`src/hw/rtl/pwm_input_duty_frequency_meter_core_assert.svh`:
```
// Assertion macros shared by the PWM meter RTL files.
// Depends on nothing; included by the modules that carry checks.
`ifndef PWM_INPUT_DUTY_FREQUENCY_METER_CORE_ASSERT_SVH
`define PWM_INPUT_DUTY_FREQUENCY_METER_CORE_ASSERT_SVH

// Implication check, disabled while reset is asserted.
`define PIDFM_ASSERT_IMP(label, clk, rst_n, ante, cons) \
  label: assert property (@(posedge clk) disable iff (!(rst_n)) (ante) |-> (cons)) \
    else $error("pidfm implication check failed");

// Plain invariant, disabled while reset is asserted.
`define PIDFM_ASSERT(label, clk, rst_n, prop) \
  label: assert property (@(posedge clk) disable iff (!(rst_n)) (prop)) \
    else $error("pidfm invariant check failed");

`endif

```
`src/hw/rtl/pidfm_pkg.sv`:
```
// Shared constants, codes and controller/datapath interface types
// for the PWM duty and frequency meter. No dependencies.
package pidfm_pkg;

  localparam int NUM_CHANNELS_DEF = 3;
  localparam int FILTER_LEN_DEF   = 8;

  // Widths fixed by the item fields.
  localparam int COUNT_WIDTH = 16;
  localparam int PIN_W       = 3;
  localparam int CHAN_W      = 2;
  localparam int DUTY_W      = 14;
  localparam int RATE_W      = 27;
  localparam int RATIO_W     = 17;
  localparam int CFG_IDX_W   = 2;

  localparam int DUTY_SCALE = 10000;
  // Dividend width covers both high*10000 (30 bits) and the tick rate.
  localparam int DIV_W      = 30;
  localparam int DIV_CNT_W  = $clog2(DIV_W + 1);

  localparam logic [COUNT_WIDTH-1:0] RATIO_M1_RST  = COUNT_WIDTH'(960 - 1);
  localparam logic [COUNT_WIDTH-1:0] LIMIT_RST     = COUNT_WIDTH'(50000 - 1);
  localparam logic [RATE_W-1:0]      TICK_RATE_RST = RATE_W'(50000);
  localparam logic [RATIO_W-1:0]     RATIO_MAX     = RATIO_W'(65536);

  typedef enum logic [CFG_IDX_W-1:0] {
    CFG_PRESCALE_RATIO = 2'd0,
    CFG_PERIOD_LIMIT   = 2'd1,
    CFG_TICK_RATE_HZ   = 2'd2
  } cfg_idx_e;

  typedef enum logic {
    MODE_SAMPLE = 1'b0,
    MODE_READ   = 1'b1
  } mode_e;

  typedef struct packed {
    logic sample;
    logic rd_load;
    logic div_step;
    logic duty_store;
    logic div_load_freq;
    logic out_load;
  } pidfm_cmd_t;

  typedef struct packed {
    logic per_zero;
    logic div_done;
    logic out_free;
  } pidfm_stat_t;

endpackage

```
`src/hw/rtl/pwm_input_duty_frequency_meter_core.sv`:
```
// PWM input meter: three-channel duty cycle and frequency measurement.
// Input channel (in_valid_i/in_stall_o) carries mode, pin_levels, channel.
// A beat with mode 0 is a sample tick: every channel filters its pin,
// advances its prescaler and counter and captures edges; it returns
// nothing.
// A beat with mode 1 reads one channel and returns one output beat
// (out_valid_o/out_stall_i) with duty, frequency, period and high time.
// A read runs two 30-step divisions on one shared restoring divider
// (one quotient bit per cycle); when the captured period is zero both
// divisions are skipped and duty and frequency read as zero. No new beat
// is taken while a read is in progress.
// The output register holds a beat while the receiver stalls; sample
// ticks keep flowing meanwhile, and a later read waits only at its end.
// Config writes (cfg_valid_i, always ready) set the prescale ratio,
// period limit and tick rate; write them only while the block is idle.
// Reset clears all channel state and loads the default config.
// Depends on pidfm_pkg, pidfm_ctrl, pidfm_datapath.
module pwm_input_duty_frequency_meter_core import pidfm_pkg::*; #(
  parameter int NUM_CHANNELS = NUM_CHANNELS_DEF,
  parameter int FILTER_LEN   = FILTER_LEN_DEF
) (
  input  logic                   clk_i,
  input  logic                   rst_ni,
  input  logic                   in_valid_i,
  output logic                   in_stall_o,
  input  logic                   mode_i,
  input  logic [PIN_W-1:0]       pin_levels_i,
  input  logic [CHAN_W-1:0]      channel_i,
  output logic                   out_valid_o,
  input  logic                   out_stall_i,
  output logic [DUTY_W-1:0]      duty_per_10000_o,
  output logic [RATE_W-1:0]      frequency_hz_o,
  output logic [COUNT_WIDTH-1:0] period_ticks_o,
  output logic [COUNT_WIDTH-1:0] high_ticks_o,
  input  logic                   cfg_valid_i,
  output logic                   cfg_ready_o,
  input  logic [CFG_IDX_W-1:0]   cfg_index_i,
  input  logic [RATE_W-1:0]      cfg_data_i
);

  pidfm_cmd_t  cmd;
  pidfm_stat_t stat;

  assign cfg_ready_o = 1'b1;

  pidfm_ctrl u_ctrl (
    .clk_i     (clk_i),
    .rst_ni    (rst_ni),
    .in_valid_i(in_valid_i),
    .mode_i    (mode_i),
    .in_stall_o(in_stall_o),
    .cmd_o     (cmd),
    .stat_i    (stat)
  );

  pidfm_datapath #(
    .NUM_CHANNELS(NUM_CHANNELS),
    .FILTER_LEN  (FILTER_LEN)
  ) u_datapath (
    .clk_i           (clk_i),
    .rst_ni          (rst_ni),
    .cmd_i           (cmd),
    .stat_o          (stat),
    .pin_levels_i    (pin_levels_i),
    .channel_i       (channel_i),
    .cfg_we_i        (cfg_valid_i && cfg_ready_o),
    .cfg_index_i     (cfg_index_i),
    .cfg_data_i      (cfg_data_i),
    .out_stall_i     (out_stall_i),
    .out_valid_o     (out_valid_o),
    .duty_per_10000_o(duty_per_10000_o),
    .frequency_hz_o  (frequency_hz_o),
    .period_ticks_o  (period_ticks_o),
    .high_ticks_o    (high_ticks_o)
  );

endmodule

```
`src/hw/rtl/pidfm_chan.sv`:
```
// One measurement channel: glitch filter, prescaler, period counter and
// edge captures. Depends on pidfm_pkg.
module pidfm_chan import pidfm_pkg::*; #(
  parameter int FILTER_LEN = FILTER_LEN_DEF
) (
  input  logic                   clk_i,
  input  logic                   rst_ni,
  input  logic                   sample_i,
  input  logic                   pin_i,
  input  logic [COUNT_WIDTH-1:0] ratio_m1_i,
  input  logic [COUNT_WIDTH-1:0] limit_i,
  output logic [COUNT_WIDTH-1:0] period_o,
  output logic [COUNT_WIDTH-1:0] high_o
);

  logic [2:0]             run_q, run_d;
  logic                   level_q, level_d;
  logic [COUNT_WIDTH-1:0] pre_q, pre_d;
  logic [COUNT_WIDTH-1:0] cnt_q, cnt_d;
  logic [COUNT_WIDTH-1:0] per_q, per_d;
  logic [COUNT_WIDTH-1:0] high_q, high_d;

  logic flip, rise, fall, wrap, ovf;

  always_comb begin
    flip = (pin_i != level_q) && (({1'b0, run_q} + 4'd1) >= 4'(FILTER_LEN));
    rise = flip && pin_i;
    fall = flip && !pin_i;
    wrap = (pre_q >= ratio_m1_i);
    ovf  = (cnt_q >= limit_i) || (cnt_q == '1);

    run_d   = run_q;
    level_d = level_q;
    pre_d   = pre_q;
    cnt_d   = cnt_q;
    per_d   = per_q;
    high_d  = high_q;

    if (sample_i) begin
      if (pin_i == level_q) begin
        run_d = '0;
      end else if (flip) begin
        level_d = pin_i;
        run_d   = '0;
      end else begin
        run_d = run_q + 3'd1;
      end

      if (rise) begin
        // restart the period on a rising edge
        per_d = cnt_q;
        cnt_d = '0;
        pre_d = '0;
      end else begin
        if (fall) begin
          high_d = cnt_q;
        end
        if (wrap) begin
          pre_d = '0;
          if (ovf) begin
            // overflow drops both captures, even one taken this beat
            cnt_d  = '0;
            per_d  = '0;
            high_d = '0;
          end else begin
            cnt_d = cnt_q + 1'b1;
          end
        end else begin
          pre_d = pre_q + 1'b1;
        end
      end
    end
  end

  always_ff @(posedge clk_i or negedge rst_ni) begin
    if (!rst_ni) begin
      run_q   <= '0;
      level_q <= 1'b0;
      pre_q   <= '0;
      cnt_q   <= '0;
      per_q   <= '0;
      high_q  <= '0;
    end else begin
      run_q   <= run_d;
      level_q <= level_d;
      pre_q   <= pre_d;
      cnt_q   <= cnt_d;
      per_q   <= per_d;
      high_q  <= high_d;
    end
  end

  assign period_o = per_q;
  assign high_o   = high_q;

endmodule

```
`src/hw/rtl/pidfm_datapath.sv`:
```
// Datapath: config registers, channel array, read latch, shared restoring
// divider and output register. Depends on pidfm_pkg and pidfm_chan.
`include "pwm_input_duty_frequency_meter_core_assert.svh"

module pidfm_datapath import pidfm_pkg::*; #(
  parameter int NUM_CHANNELS = NUM_CHANNELS_DEF,
  parameter int FILTER_LEN   = FILTER_LEN_DEF
) (
  input  logic                   clk_i,
  input  logic                   rst_ni,
  input  pidfm_cmd_t             cmd_i,
  output pidfm_stat_t            stat_o,
  input  logic [PIN_W-1:0]       pin_levels_i,
  input  logic [CHAN_W-1:0]      channel_i,
  input  logic                   cfg_we_i,
  input  logic [CFG_IDX_W-1:0]   cfg_index_i,
  input  logic [RATE_W-1:0]      cfg_data_i,
  input  logic                   out_stall_i,
  output logic                   out_valid_o,
  output logic [DUTY_W-1:0]      duty_per_10000_o,
  output logic [RATE_W-1:0]      frequency_hz_o,
  output logic [COUNT_WIDTH-1:0] period_ticks_o,
  output logic [COUNT_WIDTH-1:0] high_ticks_o
);

  // Configuration
  logic [COUNT_WIDTH-1:0] ratio_m1_q;
  logic [COUNT_WIDTH-1:0] limit_q;
  logic [RATE_W-1:0]      rate_q;
  logic [RATIO_W-1:0]     ratio_wr;
  logic [COUNT_WIDTH-1:0] ratio_m1_wr;

  always_comb begin
    ratio_wr = cfg_data_i[RATIO_W-1:0];
    if (ratio_wr == '0) begin
      ratio_m1_wr = '0;
    end else if (ratio_wr > RATIO_MAX) begin
      ratio_m1_wr = '1;
    end else begin
      ratio_m1_wr = COUNT_WIDTH'(ratio_wr - 1'b1);
    end
  end

  always_ff @(posedge clk_i or negedge rst_ni) begin
    if (!rst_ni) begin
      ratio_m1_q <= RATIO_M1_RST;
      limit_q    <= LIMIT_RST;
      rate_q     <= TICK_RATE_RST;
    end else if (cfg_we_i) begin
      unique case (cfg_index_i)
        CFG_PRESCALE_RATIO: ratio_m1_q <= ratio_m1_wr;
        CFG_PERIOD_LIMIT:   limit_q    <= cfg_data_i[COUNT_WIDTH-1:0];
        CFG_TICK_RATE_HZ:   rate_q     <= cfg_data_i;
        default:            ;
      endcase
    end
  end

  // Channels
  logic [COUNT_WIDTH-1:0] per_arr  [NUM_CHANNELS];
  logic [COUNT_WIDTH-1:0] high_arr [NUM_CHANNELS];

  for (genvar c = 0; c < NUM_CHANNELS; c++) begin : g_chan
    logic pin;
    if (c < PIN_W) begin : g_pin
      assign pin = pin_levels_i[c];
    end else begin : g_nopin
      assign pin = 1'b0;
    end

    pidfm_chan #(
      .FILTER_LEN(FILTER_LEN)
    ) u_chan (
      .clk_i     (clk_i),
      .rst_ni    (rst_ni),
      .sample_i  (cmd_i.sample),
      .pin_i     (pin),
      .ratio_m1_i(ratio_m1_q),
      .limit_i   (limit_q),
      .period_o  (per_arr[c]),
      .high_o    (high_arr[c])
    );
  end

  // Read select; an unknown channel reads as zero
  logic [COUNT_WIDTH-1:0] per_sel, high_sel;

  always_comb begin
    per_sel  = '0;
    high_sel = '0;
    for (int c = 0; c < NUM_CHANNELS; c++) begin
      if ({1'b0, channel_i} == 3'(c)) begin
        per_sel  = per_arr[c];
        high_sel = high_arr[c];
      end
    end
  end

  logic [COUNT_WIDTH-1:0] per_q, high_q;
  logic [DIV_W-1:0]       quo_q, quo_d;
  logic [COUNT_WIDTH-1:0] rem_q, rem_d;
  logic [DIV_CNT_W-1:0]   cnt_q, cnt_d;
  logic [DUTY_W-1:0]      duty_q;
  logic [COUNT_WIDTH:0]   rem_sh;
  logic                   fits;

  always_comb begin
    rem_sh = {rem_q, quo_q[DIV_W-1]};
    fits   = (rem_sh >= {1'b0, per_q});
    quo_d  = quo_q;
    rem_d  = rem_q;
    cnt_d  = cnt_q;
    if (cmd_i.rd_load) begin
      quo_d = DIV_W'(high_sel) * DIV_W'(DUTY_SCALE);
      rem_d = '0;
      cnt_d = '0;
    end else if (cmd_i.div_load_freq) begin
      quo_d = DIV_W'(rate_q);
      rem_d = '0;
      cnt_d = '0;
    end else if (cmd_i.div_step) begin
      quo_d = {quo_q[DIV_W-2:0], fits};
      rem_d = fits ? COUNT_WIDTH'(rem_sh - {1'b0, per_q}) : rem_sh[COUNT_WIDTH-1:0];
      cnt_d = cnt_q + 1'b1;
    end
  end

  always_ff @(posedge clk_i or negedge rst_ni) begin
    if (!rst_ni) begin
      cnt_q <= '0;
    end else begin
      cnt_q <= cnt_d;
    end
  end

  always_ff @(posedge clk_i) begin
    quo_q <= quo_d;
    rem_q <= rem_d;
    if (cmd_i.rd_load) begin
      per_q  <= per_sel;
      high_q <= high_sel;
    end
    if (cmd_i.duty_store) begin
      duty_q <= (quo_q > DIV_W'(DUTY_SCALE)) ? DUTY_W'(DUTY_SCALE) : quo_q[DUTY_W-1:0];
    end
  end

  // Output register
  logic out_valid_q;
  logic per_zero;

  assign per_zero = (per_q == '0);

  always_ff @(posedge clk_i or negedge rst_ni) begin
    if (!rst_ni) begin
      out_valid_q <= 1'b0;
    end else if (cmd_i.out_load) begin
      out_valid_q <= 1'b1;
    end else if (!out_stall_i) begin
      out_valid_q <= 1'b0;
    end
  end

  always_ff @(posedge clk_i) begin
    if (cmd_i.out_load) begin
      duty_per_10000_o <= per_zero ? '0 : duty_q;
      frequency_hz_o   <= per_zero ? '0 : quo_q[RATE_W-1:0];
      period_ticks_o   <= per_q;
      high_ticks_o     <= high_q;
    end
  end

  assign out_valid_o     = out_valid_q;
  assign stat_o.per_zero = per_zero;
  assign stat_o.div_done = (cnt_q == DIV_CNT_W'(DIV_W));
  assign stat_o.out_free = !out_valid_q || !out_stall_i;

  `PIDFM_ASSERT_IMP(a_load_free, clk_i, rst_ni, cmd_i.out_load, !out_valid_q || !out_stall_i)
  `PIDFM_ASSERT_IMP(a_duty_sat, clk_i, rst_ni, out_valid_q, duty_per_10000_o <= DUTY_W'(DUTY_SCALE))
  `PIDFM_ASSERT_IMP(a_zero_per, clk_i, rst_ni, out_valid_q && (period_ticks_o == '0), (duty_per_10000_o == '0) && (frequency_hz_o == '0))

endmodule

```
`src/hw/rtl/pidfm_ctrl.sv`:
```
// Controller: accepts items, sequences the two shared divisions of a
// read and hands the result to the output register. Depends on pidfm_pkg.
`include "pwm_input_duty_frequency_meter_core_assert.svh"

module pidfm_ctrl import pidfm_pkg::*; (
  input  logic        clk_i,
  input  logic        rst_ni,
  input  logic        in_valid_i,
  input  logic        mode_i,
  output logic        in_stall_o,
  output pidfm_cmd_t  cmd_o,
  input  pidfm_stat_t stat_i
);

  typedef enum logic [3:0] {
    S_IDLE = 4'b0001,
    S_DUTY = 4'b0010,
    S_FREQ = 4'b0100,
    S_DONE = 4'b1000
  } state_e;

  state_e state_q, state_d;
  logic   accept;

  always_comb begin
    in_stall_o = (state_q != S_IDLE);
    accept     = in_valid_i && !in_stall_o;
    cmd_o      = '0;
    state_d    = state_q;

    unique case (state_q)
      S_IDLE: begin
        cmd_o.sample  = accept && (mode_i == MODE_SAMPLE);
        cmd_o.rd_load = accept && (mode_i == MODE_READ);
        if (cmd_o.rd_load) begin
          state_d = S_DUTY;
        end
      end
      S_DUTY: begin
        if (stat_i.per_zero || stat_i.div_done) begin
          cmd_o.duty_store    = 1'b1;
          cmd_o.div_load_freq = 1'b1;
          state_d             = S_FREQ;
        end else begin
          cmd_o.div_step = 1'b1;
        end
      end
      S_FREQ: begin
        if (stat_i.per_zero || stat_i.div_done) begin
          state_d = S_DONE;
        end else begin
          cmd_o.div_step = 1'b1;
        end
      end
      S_DONE: begin
        // hold until the output register can take the beat
        if (stat_i.out_free) begin
          cmd_o.out_load = 1'b1;
          state_d        = S_IDLE;
        end
      end
      default: state_d = S_IDLE;
    endcase
  end

  always_ff @(posedge clk_i or negedge rst_ni) begin
    if (!rst_ni) begin
      state_q <= S_IDLE;
    end else begin
      state_q <= state_d;
    end
  end

  `PIDFM_ASSERT_IMP(a_step_bound, clk_i, rst_ni, cmd_o.div_step, !stat_i.div_done)
  `PIDFM_ASSERT_IMP(a_read_runs, clk_i, rst_ni, cmd_o.rd_load, ##1 (state_q == S_DUTY))

endmodule

```
`config.mk`:
```
export PLATFORM = sky130hd
export DESIGN_NAME = pwm_input_duty_frequency_meter_core
export DESIGN_NICKNAME = d
export VERILOG_FILES = /design/src/hw/rtl/pidfm_pkg.sv /design/src/hw/rtl/pwm_input_duty_frequency_meter_core.sv /design/src/hw/rtl/pidfm_chan.sv /design/src/hw/rtl/pidfm_datapath.sv /design/src/hw/rtl/pidfm_ctrl.sv
export VERILOG_INCLUDE_DIRS = /design/src /design/src/hw/rtl
export SDC_FILE = /design/constraint.sdc
export NUM_CORES = 1
export LEC_CHECK = 0
export BUFFER_PORTS_ARGS = -buffer_cell sky130_fd_sc_hd__buf_2
export CAP_MARGIN = 25
export CELL_PAD_IN_SITES_DETAIL_PLACEMENT = 2
export CELL_PAD_IN_SITES_GLOBAL_PLACEMENT = 2
export CORE_ASPECT_RATIO = 1.5
export CORE_MARGIN = 8
export CORE_UTILIZATION = 40
export CTS_BUF_LIST = sky130_fd_sc_hd__clkbuf_4
export DETAILED_ROUTE_END_ITERATION = 8
export PLACE_DENSITY = 0.78
export SYNTH_ARGS = -nofsm -noshare
export SYNTH_HDL_FRONTEND = slang
export SYNTH_SLANG_ARGS = --single-unit
```
`constraint.sdc`:
```
create_clock -name clk_i -period 6.55 [get_ports clk_i]
set_input_delay 0.655 -clock clk_i [delete_from_list [all_inputs] [get_ports clk_i]]
set_output_delay 0.655 -clock clk_i [all_outputs]
set_load 0.005 [all_outputs]
```
# Word-level counts from Yosys, hierarchy flattened
# Cells that the tools add are included.
# Widths: inputs -> output; s select.
[totals]
regBits = 438
inputBits = 40
output_inout_bits = 76
wordCells = 214
[classes]
addsub = 15
n_mul = 1
order_cmp = 12
eq_ne = 24
mux = 68
bitwise = 7
reduce_logical = 53
[ops]
columns = ["op", "count"]
rows = [
  ["$mux 16", 42],
  ["$add 16x1->16 const B", 6],
  ["$ge 16x16->1", 6],
  ["$mux 30", 3],
  ["$eq 16x16->1 const B", 3],
  ["$gt 30x14->1 const B", 1],
  ["$mul 16x10->26 const B", 1],
  ["$mux 3", 6],
  ["$reduce_and 2->1", 9],
  ["$reduce_and 3->1", 6],
  ["$ge 17x16->1", 1],
  ["$gt 17x17->1 const B", 1],
  ["$logic_not 17->1", 1],
  ["$logic_not 16->1", 1],
  ["$mux 4", 4],
  ["$pmux 4 s4", 1],
  ["$sub 16x1->16 const B", 1],
  ["$sub 16x16->16", 1],
  ["$mux 5", 3],
  ["$reduce_bool 2->1", 7],
  ["$add 3x1->4 const B", 3],
  ["$ge 4x4->1 const B", 3],
  ["$logic_and 1x1->1", 12],
  ["$add 3x1->3 const B", 3],
  ["22 further kinds", 55],
]

# Logic depth before layout (Yosys ltp)
# Gate-level depths: netlist of run 1.
[logic_depth]
ltp_word = 7
mapped_depth = 24
ltp_nobuf = 21

# Modules after synthesis
# Synthesis of run 1 repeated with hierarchy kept, for this count alone.
[unflattened]
hier_cells = 2467
area_unflattened_um2 = 25673.4
[modules_own_cells]
columns = ["mod", "n_inst", "cells_each", "area_per_inst_um2"]
rows = [
  ["pidfm_datapath", 1, 1173, 13153.9],
  ["pidfm_chan", 3, 420, 4077.7],
  ["pidfm_ctrl", 1, 32, 275.3],
  ["pwm_input_duty_frequency_meter_core", 1, 2, 11.3],
]

# Worst setup path after synthesis of run 1
# No wires, ideal clock.
[synth_path]
path_kind = "input -> register"
startpoint = "in channel_i[0]"
endpoint = "reg u_datapath.quo_q[27] (data pin)"
setup_time_ns = 0.268
arrival_time_ns = 6.740
required_ns = 6.282
slack_ns = -0.457
path_stages = 21
n_path_buf = 3
path_cell_list = "clkbuf_1 > buf_1 > buf_1 > mux2i_1 > o21ai_0 > fa_1 > ha_1 > fa_1 > ha_1 > inv_1 > fa_1 > inv_1 > ha_1 > a21o_1 > a2111oi_0 > a21boi_0 > o211ai_1 > a2111oi_0 > nor2_1 > xnor2_1 > o21ai_0"
[synth_via]
elab_chain_len = 6
elab_cells_between_ends = 8
cone_classes = "mul (1); eq/ne (2); mux (4); reduce/logical (1)"
[synth_rtl]
columns = ["item", "line", "source"]
rows = [
  ["start: declaration", "pwm_input_duty_frequency_meter_core.sv:28", "input logic [CHAN_W-1:0] channel_i,"],
  ["$logic_not 2->1", "pidfm_datapath.sv:92", "if ({1'b0, channel_i} == 3'(c)) begin"],
  ["$mux 16 (2 in a row)", "pidfm_datapath.sv:92", ""],
  ["$mux 16 (*)", "pidfm_datapath.sv:92", ""],
  ["net u_datapath.high_sel[6]", "pidfm_datapath.sv:86", "logic [COUNT_WIDTH-1:0] per_sel, high_sel;"],
  ["$mul 16x10->26 (*)", "pidfm_datapath.sv:114", "quo_d = DIV_W'(high_sel) * DIV_W'(DUTY_SCALE);"],
  ["$mux 30 (*)", "pidfm_datapath.sv:113", "if (cmd_i.rd_load) begin"],
  ["net u_datapath.quo_d[27]", "pidfm_datapath.sv:100", "logic [DIV_W-1:0] quo_q, quo_d;"],
  ["end signal: assignment", "pidfm_datapath.sv:137", "quo_q <= quo_d;"],
  ["end: declaration", "pidfm_datapath.sv:100", ""],
]
# The timed path passes the listed nets; every way through them passes the cells marked *.
# A chain may end at the register's enable or synchronous reset.

# Final worst setup path of run 1
[layout_path]
startpoint = "reg u_datapath.g_chan[0].u_chan.high_q[6]"
endpoint = "reg u_datapath.quo_q[27] (data pin)"
[layout_via]
elab_chain_len = 5
[layout_rtl]
columns = ["item", "line", "source"]
rows = [
  ["start: declaration", "pidfm_chan.sv:21", "logic [COUNT_WIDTH-1:0] high_q, high_d;"],
  ["start signal: assignment", "pidfm_chan.sv:89", "high_q <= high_d;"],
  ["$mux 16 (3 in a row)", "pidfm_datapath.sv:92", ""],
  ["net u_datapath.high_sel[6]", "pidfm_datapath.sv:86", ""],
  ["$mul 16x10->26", "pidfm_datapath.sv:114", ""],
  ["$mux 30", "pidfm_datapath.sv:113", ""],
  ["net u_datapath.quo_d[27]", "pidfm_datapath.sv:100", ""],
]
# The timed path passes the listed nets, and every way through them passes these cells.

==> results of run 1 <==
-- layout by cell type, fill, tap and decap left out, drive strengths merged, types with 9 or more instances in the layout --
cell type	Yosys	routed
a211oi	12	12
a21o	56	56
a21oi	97	97
a22o	44	44
a31oi	11	11
and2	58	58
and3	60	60
buf	34	162
clkbuf	63	182
clkinv	0	28
dfrtp	248	248
dfstp	25	25
dfxtp	20	20
dlygate4sd3	0	22
edfxtp	145	145
fa	35	35
ha	195	195
inv	154	156
mux2	43	43
mux2i	101	101
nand2	164	164
nand2b	25	25
nand3	89	89
nand4	31	31
nor2	180	180
nor2b	21	21
nor3	41	41
nor3b	9	9
nor4	18	18
o21a	12	12
o21ai	163	163
o31ai	18	18
xnor2	38	38
xor2	53	53
-- state kept, by name, indices dropped and copies added (netlist names) --
register	cells
u_datapath.g_chan.u_chan.cnt_q	48
u_datapath.g_chan.u_chan.high_o	48
u_datapath.g_chan.u_chan.period_o	48
u_datapath.g_chan.u_chan.pre_q	48
u_datapath.quo_q	30
u_datapath.frequency_hz_o	27
u_datapath.rate_q	27
u_datapath.high_q	16
u_datapath.high_ticks_o	16
u_datapath.limit_q	16
u_datapath.per_q	16
u_datapath.period_ticks_o	16
u_datapath.ratio_m1_q	16
u_datapath.rem_q	16
u_datapath.duty_per_10000_o	14
u_datapath.duty_q	14
u_datapath.g_chan.u_chan.run_q	9
u_datapath.cnt_q	5
u_ctrl.state_q	4
u_datapath.g_chan.u_chan.level_q	3
u_datapath.out_valid_o	1
-- final timing paths --
path | cells after the start | endpoint | from
setup / recovery | 18 | u_datapath.quo_q[27]$_DFFE_PP_ | u_datapath.g_chan[0].u_chan.high_o[6]$_DFFE_PN0P_
hold / removal | 2 | u_datapath.limit_q[10]$_DFFE_PN0P_ | cfg_data_i[10]
setup reg to reg | 18 | u_datapath.quo_q[27]$_DFFE_PP_ | u_datapath.g_chan[0].u_chan.high_o[6]$_DFFE_PN0P_
hold reg to reg | 0 | u_datapath.high_ticks_o[2]$_DFFE_PP_ | u_datapath.high_q[2]$_DFFE_PP_
max in group asynchronous | 3 | u_datapath.rate_q[2]$_DFFE_PN0P_ | rst_ni
min in group asynchronous | 2 | u_datapath.g_chan[0].u_chan.cnt_q[7]$_DFFE_PN0P_ | rst_ni
-- final cells by class --
cell class,count,area (µm²)
well taps,798,998
multi-input cells,1675,12300
diodes,2,5.00
clock inverters,34,220
repair buffers,184,1170
inverters,154,578
clock buffers,182,1370
fillers,6489,33600
flip-flops and latches,438,11600
-- worst max-delay path: cells and delay by family (launching register included) --
family                     cells  cell delay (ns)
buffers and inverters          2             0.11
xor gates and xnor gates       1             0.14
AOI/OAI and AO/OA              7             2.34
muxes                          1             0.09
adders and majority gates      6             2.49
and+or+nand+nor                1             0.10
DFF                            1             0.37
-- per-stage QoR --
stage               setup WS [ns]  cells  total power, µW  hold slack [ns]  cell area [µm²]
detailed placement        -0.0741   3227             4160            0.406            26400
CTS                         0.337   3465             6840          0.00506            28200
global placement            0.306   3227             4050            0.404            26400
finish                      0.562   3467             6750            0.138            28200
global route                0.177   3467             7080           0.0832            28200
floorplan                   0.202   2364             3760            0.359            24800
-- logic make-up after synthesis --
| logic type | synth area share |
|---|---|
| adder cells (fa/ha/maj) | 0.127 |
| XOR/XNOR | 0.0321 |
| multiplexers | 0.0603 |
| flip-flops | 0.468 |
| AO/OA/AOI/OAI | 0.121 |
| other | 0.000151 |
| buffers and inverters | 0.0404 |
| AND/OR/NAND/NOR | 0.150 |
-- what timing repair did --
| item | in CTS | in global routing |
|---|---|---|
| gates resized for setup | 0 | 1 |
| setup endpoints to repair | 0 | 1 |
| hold endpoints to repair | 124 | 0 |
| hold buffers | 22 | 0 |
-- metal layers --
layer	global-route usage	vias to the layer above	share of wire
li1	-	8908	-
met1	0.245	10100	0.36
met2	0.466	421	0.55
met3	0.0373	224	0.035
met4	0.141	0	0.057
met5	0	-	0
-- where the power goes --
group,internal [µW],leakage [µW],total (µW),switching (µW)
sequential,3020,0.00510,3200,181
combinational,354,0.00729,926,572
clock,1380,0.000944,2620,1250
total,4750,0.0133,6750,2000
==> impl_metrics.yaml, run 1 <==
place:
  place_hpwl_mm: 63.2
  place.gp.congestion: 0.841
  numPortBuffers: 114
setup_path:
  crit_arrival_ns: 6.55
  path_cells: "mux2i_1 > o21ai_2 > fa_1 > ha_1 > fa_1 > ha_1 > inv_1 > fa_1 > inv_1 > ha_1 > a21o_1 > a2111oi_0 > a21boi_0 > o211ai_1 > a2111oi_0 > nor2_1 > xnor2_1 > o21ai_0"
  critical_path.max_stage_delay_ns: 0.52
  slowest_stage: "fa_1"
  crit_path_end_kind: "flip-flop"
  crit_path_start_kind: "flip-flop"
  cp.required_ns: 7.12
  regToRegSetupSlack_ns: 0.56
  crit_fanout: 6
  worstSetupPathType: "flip-flop to flip-flop"
power:
  p_leak_uw: 0.0133
  vdd_drop_max_mv: 0.128
  power_density_mw_per_mm2: 239
sta:
  tns_ns: 0
  hold_viol_final: 0
  maxSlewHeadroom: 0.334
  finalMaxSlewViolations: 0
  finalSetupViolations: 0
  finalCriticalPeriod_ns: 5.99
  finalCritPeriodShare: 0.914
  rsz0062_at_grt: "no"
  tightest_slew_ns: 0.998
  skew_ns: 0.0857
  max_freq_mhz: 167
yosys:
  syn_avg_cell_area_um2: 10.5
  synth_top_area_frac: 0.250
  yosysMostFrequentCell: "dfrtp_1"
  synth_nets: 2634
  synthCells: 2364
  synthTopCellsByArea: "dfrtp_1, edfxtp_1, ha_1, mux2i_1, o21ai_0"
  async_flop_share: 0.623
  syn_area_mm2: 0.0248
  synth_cell_types: 84
  yosysWarnings: 0
  ys_ff_latch: 438
  synth_common_cells: "dfrtp_1, ha_1, nor2_1, nand2_1, o21ai_0"
  yosysSeqAreaShare: 0.468
  synth_area_leader_cell: "dfrtp_1"
  ys.flop_type: "dfrtp_1"
  synth-edff-count: 145
floorplanning:
  chipHeight_um: 321
  pin_count: 116
  start_util: 0.401
  rows: 112
  fp.coreArea_mm2: 0.0618
  die_x_um: 219
  die_area_mm2: 0.0704
outcome:
  outcome: "finished, final reports clean"
cells_and_area:
  drive_gt1_frac: 0.172
  final_nets: 2838
  utilization: 0.457
  syn_to_final_growth_pct: 13.8
cts:
  cts_num_sinks: 438
  h-tree-depth: 3
  clk_pin_slew_ns: 0.07
  cts_setup_buffers: 0
  clock_path_buffers: 3
  insertion_delay_ns: 0.93
  cts_tree: "done"
  clockRootBuffer: "clkbuf_4"
  cts_buffers: 115
detailed_routing:
  wl_mm: 85.5
  ant_nets: 0
  wl_per_cell_um: 24.6
  remaining_drc_errors: 0
  viasPerCell: 5.67
  vias: 19700
  drt_iter0_markers: 819
  first_pass_iters: 5
job:
  cap_viol_max_count: 0
global_route:
  grt_pass1_vias: 22700
  track_usage: 0.244
  grt_pass1_wl_mm: 134
  grt_max_degree: 119
  overflow: 0
  antenna_found_initial: 3
min_path:
  hold_class: "primary input to flip-flop"
No activity file was read; power rests on OpenSTA's default activity.
==> run 2: changes to the inputs <==
Settings changed: BUFFER_PORTS_ARGS -buffer_cell sky130_fd_sc_hd__buf_2 to -buffer_cell sky130_fd_sc_hd__clkbuf_2, CAP_MARGIN 25 to 20.
==> run 2 against run 1 <==
Hold slack got worse by 0.058 ns. Clock power down 5%. Sequential power about the same. Sequential share of layout area up 0.31 points. Critical path depth unchanged. First-iteration DRC count rose by 9.3%. Wire length shrank 0.30%.
==> impl_metrics.yaml, run 2 (synthesized netlist as in run 1, its figures left out) <==
cts:
  h-tree-depth: 3
  clock_path_buffers: 3
  cts_num_sinks: 438
  clockRootBuffer: "clkbuf_4"
  insertion_delay_ns: 0.93
  cts_buffers: 111
  cts-resized-gates: 0
  cts_setup_buffers: 0
  clk_pin_slew_ns: 0.08
  cts_tree: "done"
setup_path:
  rr_endpoint: "u_datapath.quo_q[27]$_DFFE_PP_"
  regToRegSetupSlack_ns: 0.49
  path_cells: "mux2i_1 > o21ai_1 > fa_1 > ha_1 > fa_1 > ha_1 > inv_1 > fa_1 > inv_1 > ha_1 > a21o_1 > a2111oi_0 > a21boi_0 > o211ai_1 > a2111oi_0 > nor2_1 > xnor2_1 > o21ai_0"
  worstSetupPathType: "flip-flop to flip-flop"
  crit_fanout: 6
  worst-r2r-cell-count: 18
  cp.required_ns: 7.21
  crit_arrival_ns: 6.72
  crit_start: "u_datapath.g_chan[1].u_chan.high_o[6]$_DFFE_PN0P_"
  crit_path_start_kind: "flip-flop"
  critical_path.max_stage_delay_ns: 0.67
  crit_path_end_kind: "flip-flop"
  slowest_stage: "o21ai_1"
  r2r_start: "u_datapath.g_chan[1].u_chan.high_o[6]$_DFFE_PN0P_"
detailed_routing:
  ant_nets: 0
  remaining_drc_errors: 0
  first_pass_iters: 5
  wl_mm: 85.2
  vias: 19500
  drt_iter0_markers: 895
  wl_per_cell_um: 24.7
  viasPerCell: 5.67
sta:
  tightest_slew_ns: 0.995
  skew_ns: 0.0683
  hold_viol_final: 0
  maxSlewHeadroom: 0.336
  finalCritPeriodShare: 0.926
  finalSetupViolations: 0
  finalMaxSlewViolations: 0
  max_freq_mhz: 165
  tns_ns: 0
  rsz0062_at_grt: "no"
  finalCriticalPeriod_ns: 6.06
global_route:
  grt_pass1_wl_mm: 134
  antenna_found_initial: 1
  grt_max_degree: 117
  grt_pass1_vias: 22700
  overflow: 0
  track_usage: 0.244
place:
  dpl-instance-area_mm2: 0.0264
  numPortBuffers: 114
  dpl.cell_count: 3226
  place.gp.congestion: 0.842
  place_hpwl_mm: 63.9
cells_and_area:
  final_area_mm2: 0.0280
  layout_common_cells: "dfrtp_1, ha_1, nor2_1"
  utilization: 0.453
  finalNonFillerCells: 3445
  fill_cells: 6483
  final_common_cell: "dfrtp_1"
  syn_to_final_growth_pct: 12.9
  drive_gt1_frac: 0.167
  final_nets: 2823
min_path:
  worstHoldEndpoint: "u_datapath.g_chan[2].u_chan.level_q$_DFFE_PN0P_"
  hold_class: "primary input to flip-flop"
  hold_depth: 2
  hold_start: "pin_levels_i[2]"
outcome:
  outcome: "finished, final reports clean"
power:
  vdd_drop_max_mv: 0.107
  pwr-share-clk: 0.378
  combPwrFrac: 0.138
  power_density_mw_per_mm2: 236
  switching_share: 0.304
  p_int_uw: 4600
  seqPwrFrac: 0.484
  p_leak_uw: 0.0132
  power_switching_uw: 2010
floorplanning:
  chipHeight_um: 321
  rows: 112
  die_x_um: 219
  pin_count: 116
  fp.coreArea_mm2: 0.0618
  die_area_mm2: 0.0704
  start_util: 0.401
job:
  cap_viol_max_count: 0
run 2: changes by cell type in the layout (fill, tap and decap cells not counted), sizes merged:
cell         delta
inv             -1
clkinv         +15
clkinvlp        +1
buf           -114
diode           -1
dlygate4sd3    -10
clkbuf         +88
run 2: worst max path at each step:
stage	end	slack, ns
5_1_grt	u_datapath.quo_q[27]$_DFFE_PP_	0.07
6_report	u_datapath.quo_q[27]$_DFFE_PP_	0.49
4_1_cts	u_datapath.quo_q[27]$_DFFE_PP_	0.52
2_1_floorplan	u_datapath.quo_q[27]$_DFFE_PP_	0.20
3_3_place_gp	u_datapath.quo_q[27]$_DFFE_PP_	0.18
3_5_place_dp	u_datapath.quo_q[27]$_DFFE_PP_	-0.16
run 2: worst max-delay path, delay by kind of cell, from the launching register on:
family / cells / cell delay [ns]
xor gates and xnor gates: 1 / 0.19
buffers and inverters: 2 / 0.10
muxes: 1 / 0.09
and+or+nand+nor: 1 / 0.12
AOI/OAI and AO/OA: 7 / 2.48
DFF: 1 / 0.37
adders and majority gates: 6 / 2.47
run 2: layout make-up:
| type | instances | area (µm²) | area share |
|---|---|---|---|
| Antenna cell | 1 | 2.50 | 0.0000893 |
| Clock buffer | 157 | 1180 | 0.0421 |
| Clock inverter | 49 | 305 | 0.0109 |
| Inverter | 154 | 578 | 0.0206 |
| Multi-Input combinational cell | 1675 | 12300 | 0.438 |
| Sequential cell | 438 | 11600 | 0.415 |
| Tap cell | 798 | 998 | 0.0357 |
| Timing Repair Buffer | 173 | 1070 | 0.0381 |
run 2: what timing repair did:
item                       CTS  global route
hold buffers                12             0
setup endpoints to repair    0             0
hold endpoints to repair   108             0
run 2: power by group through the flow:
| stage | Clock, µW | Combinational (µW) | Sequential (µW) |
|---|---|---|---|
| 3_5_place_dp | 0 | 906 | 3250 |
| 5_1_grt | 2700 | 1020 | 3210 |
| 4_1_cts | 2580 | 928 | 3200 |
| 6_report | 2500 | 914 | 3200 |
| 3_3_place_gp | 0 | 827 | 3230 |
| 2_1_floorplan | 0 | 592 | 3170 |
run 2: metrics by stage:
step	hold slack, ns	setup WS (ns)	power [µW]
floorplan	0.359	0.202	3760
global placement	0.406	0.179	4060
detailed placement	0.412	-0.164	4150
CTS	0.00132	0.520	6700
global route	0.0627	0.0724	6930
finish	0.0803	0.487	6610
run 2: metal layers:
layer,global-route usage,vias to the layer above,wire [µm]
li1,-,8865,-
met1,0.245,10000,30100
met2,0.469,445,47300
met3,0.0343,203,3060
met4,0.141,0,4700
met5,0,-,0
